[config.mk]
export PLATFORM = sky130hd
export DESIGN_NAME = astm_ram
export DESIGN_NICKNAME = d
export VERILOG_FILES = /design/src/rtl/core/astm_ram.sv
export SDC_FILE = /design/constraint.sdc
export NUM_CORES = 2
export LEC_CHECK = 0
export ABC_CLOCK_PERIOD_IN_PS = 3150
export BUFFER_PORTS_ARGS = -buffer_cell sky130_fd_sc_hd__buf_2
export CORE_UTILIZATION = 40
export DETAILED_ROUTE_END_ITERATION = 8
export HOLD_SLACK_MARGIN = 0.1
export SLEW_MARGIN = 0
export SYNTH_ARGS = -nofsm -noshare
export SYNTH_HDL_FRONTEND = slang
export SYNTH_SLANG_ARGS = --single-unit
export TNS_END_PERCENT = 10
[constraint.sdc]
create_clock -name clock -period 3.15 [get_ports clock]
set_input_delay 0.1575 -clock clock [delete_from_list [all_inputs] [get_ports clock]]
set_output_delay 0.1575 -clock clock [all_outputs]
set_load 0.1 [all_outputs]
[src/rtl/core/astm_ram.sv]
module astm_ram #(
   parameter int WIDTH = 8,
   parameter int DEPTH = 256
) (
   input  logic                     clock,
   input  logic                     en,
   input  logic                     we,
   input  logic [$clog2(DEPTH)-1:0] addr,
   input  logic [WIDTH-1:0]         wdata,
   output logic [WIDTH-1:0]         rdata
);

   logic [WIDTH-1:0] mem [DEPTH];

   always_ff @(posedge clock) begin
      if (en) begin
         if (we) begin
            mem[addr] <= wdata;
         end
         rdata <= mem[addr];
      end
   end

endmodule

## Word-level counts from Yosys, hierarchy flattened

Memories as Yosys holds them, arrays and structs flattened. A register that Yosys moved wholly into a read port is not among the register bits.
Cells that the tools add are included.

- Register bits: 0
- Bits in latches: 0
- Memory bits (writable): 2048
- ROM bits: 0
- Input port bits: 19
- Output and inout bits: 8
- Word-level logic and storage cells: 4
- Memories: 1

Memory list:

| name | depth | width | read ports | clocked after Yosys merged registers in | wr ports | line | RTL |
|---|---|---|---|---|---|---|---|
| mem | 256 | 8 | 1 | 1 | 1 | 13 | `logic [WIDTH-1:0] mem [DEPTH];` |

- $add $sub $neg: 0
- Multiply operators: 0
- Div/mod/pow operators: 0
- $lt $le $gt $ge: 0
- Equality and inequality tests: 0
- Shifts and indexed selects: 0
- Muxes and demuxes: 3
- Bitwise logic cells: 0
- Reductions and logical operators: 0

Operators by type and width:

| operator | count |
|---|---|
| 2-to-1 mux 1 bit | 3 |

## Longest topological paths before layout

- Depth after elaboration: 3
- Gate-level depth with buffers: 9
- Depth with buffers taken out: 5

## Least setup slack after synthesis

No wires, ideal clock.

- Kind: input to register
- Start: input addr[0]
- End: memory mem[105][0], enable pin
- Setup time: 0.370 ns
- Arrival: 2.047 ns
- Required time: 2.780 ns
- Path slack: 0.733 ns
- Cell stages on the path: 8
- Buffers on the path: 5
- Cell sequence: clkbuf_1 > buf_4 > buf_4 > buf_2 > nor3b_1 > nand2_1 > clkbuf_1 > nor2_1

RTL lines:

| what | line | RTL |
|---|---|---|
| start, declared | 8 | `input logic [$clog2(DEPTH)-1:0] addr,` |
| end, declared | 13 |  |

Straight into the memory's write port.

==> impl_results.md <==
- Port buffer count: 26
- Slew of the pin with the lowest slew margin: 1056 ps
- Vias in the first global route: between 30,000 and 40,000
- CP max FO: 1
- Starting density of the core: between 40% and 50%
- Cts repair resizes: 0
- Latest clock arrival within the worst-skew pair: between 800 and 900 ps
- Max transition margin: 29.43%
- Initial DRC Count: around 4,400
- Post-Synthesis Cells: 3,525
- Routed vias/inst: 5.652
- First-pass GRT wire length: 286,000 um
- MaxCap Viol Count: 0
- Wire length per cell: 28.79 um
- Critical Path AT: around 3300 ps
- FF-to-FF setup slack: 410 ps
- Setup Fix Bufs, Post-CTS: 0
- Leak: 29.13 nW
- GP Congestion: 0.8290
- Slowest stage delay, CP: 780 ps
- Core box area: 0.1948 mm2
- Worst path top cell family by delay: compound AO/OA/AOI/OAI gates
- Synthesis Warnings: 0
- Placed Instance Area: between 0.08 and 0.09 mm2
- Worst path bufs/invs: 0
- Number of synthesized register bits: 2,056
- Syn_nets: about 3,500
- Final hold vios: 0
- Drt total wl: 198,600 um
- Clk buf depth: 3
- IR Drop Worst-Case VDD: 612.0 uV
- DP HPWL: between 100,000 and 150,000 um
- Fraction of the yosys area taken by sequential cells: 78.79%
- Outcome: completed
- CP max-delay cell: o41ai_1
- Nets: 4,111
- HP Class: in -> reg
- Final Slew Violations: 0
- Critical Path Sink Type: flip-flop
- Gr ovfl total: 0
- Synth Cell Area: 0.07836 mm2
- Die span in y: 444.6 um
- Kind of critical path: reg -> reg
- Total number of vias: 38,990
- Final setup fails: 0
- Final non-filler cell area: roughly 0.093 mm2
- Fmax achieved: 365.5 MHz
- # IOs: 27
- Commonest cells after routing, fill and taps aside: edfxtp_1, mux4_2, buf_4, nor2_1, a22oi_1
- Cts hold-fix bufs: 15
- Layout cell share with drive strength beyond 1: 32.70%
- Pwr dens: 619.9 mW/mm2
- DRC violations left: 0
- Unrepaired setup endpoints after global routing: no
- Largest net degree at the start of global routing: 116
- Worst setup SP type: flip-flop
- Sink Count: 2,056
- Die width: approximately 440 um
- Std cell rows: 162
- Crit share post-route: slightly below 90%
- DRT antenna net count: 0
- Min Tclk post-route: between 2000 and 3000 ps
- Total Routing Usage GR: 20.14%
- CTS H-tree lvls: 4
- CP required: ~3700 ps
- Clk pin slew, worst setup/hold paths: around 70 ps
- Distinct cells, synth: 21
- DR pass1 iterations: 5
- DP Cell Count: ~6,500
- Most common cell after layout, fill and taps aside: edfxtp_1
- Mapped Avg Cell Area: around 22 um2
- CTS Buf Count: 207
- Initial antenna violation count: 7
- Final core occ: 47.57%
- Clock skew: 42.23 ps
- CTS root buf: clkbuf_16
- Fin cells: 6,898
- Crit-path cells: mux4_2, a22oi_1, a21oi_1, o41ai_1, nand4_1
- Die ar.: 0.1977 mm2
- Area grow syn2layout: 18.25%
- Layout fillers: approximately 16,000
- CTS tree: done
==> per-stage QoR <==
stage	hold WS, ps	worst slack, ps	TNS, ps	power [mW]
2_1_floorplan	256.4	732.8	0	32.11
3_3_place_gp	609.5	-725.1	-1307	33.50
3_5_place_dp	606.3	-286.9	-712.2	33.53
4_1_cts	111.0	468.4	0	57.83
5_1_grt	157.7	336.2	0	58.96
6_report	165.6	414.1	0	57.45
==> report_power, final <==
| group | switching [mW] | internal (mW) | leakage [nW] |
|---|---|---|---|
| Sequential | 0.0304 | 30.1 | 18.5 |
| Clock | 10.6 | 13.9 | 3.28 |
| Combinational | 1.73 | 1.03 | 7.37 |
| Total | 12.3 | 45.1 | 29.1 |
==> cells in the mapped netlist, drive strengths merged <==
cell | instances | area [um2]
edfxtp | 2056 | 61740
mux4 | 512 | 11530
nor2 | 259 | 972.2
a22oi | 256 | 1922
clkbuf | 143 | 536.8
a21oi | 128 | 640.6
buf | 82 | 461.7
o41ai | 32 | 280.3
nand2 | 30 | 112.6
nand4 | 8 | 50.05
nor2b | 6 | 37.54
nand3 | 4 | 20.02
and2 | 2 | 12.51
nand2b | 2 | 12.51
nor3b | 2 | 15.01
and4 | 1 | 8.760
nor3 | 1 | 5.000
or2 | 1 | 6.260
==> worst min-delay path, stage by stage <==
cell,delay (ps)
buf_2,140
nand2_1,110
nor3b_1,60
buf_4,160
nand2_2,90
nor2_1,120
==> registers in the layout, summed over array words and instances, names as in the netlist <==
name   count
rdata      8
mem     2048
==> final timing paths <==
path          startpoint    endpoint  cells past startpoint
min                   we  mem[61][5]                      6
min reg2reg   mem[38][2]    rdata[2]                      5
max reg2reg  mem[207][5]    rdata[5]                      5
max          mem[207][5]    rdata[5]                      5
==> routing by layer <==
metal / up-vias / wire [um] / track usage [%]
met5: - / 0 / 0
met4: 0 / 4453 / 5.129
met3: 273 / 15530 / 4.013
met2: 1537 / 96090 / 32.19
met1: 21030 / 82500 / 28.41
li1: 16140 / - / -
==> area by class of cell <==
type	count	area (um2)	area share [%]
antenna	2	5.005	0.005401
clock buffer	256	5428	5.857
clock inverter	133	1348	1.454
multi-input combinational	1244	15710	16.96
sequential	2056	61740	66.63
tap	2624	3283	3.543
timing repair buffer	583	5150	5.558
==> cell families (layout without fill, tap and decap cells) <==
| kind of cell | after synthesis | count (layout) | share of synthesized area [%] |
|---|---|---|---|
| multiplexers | 512 | 512 | 14.71 |
| AND/OR/NAND/NOR | 316 | 316 | 1.598 |
| AO/OA/AOI/OAI | 416 | 416 | 3.628 |
| buffers and inverters | 225 | 972 | 1.274 |
| flip-flops | 2056 | 2056 | 78.79 |
| other | 0 | 2 | 0 |
Power figures use the tool's default switching activity.
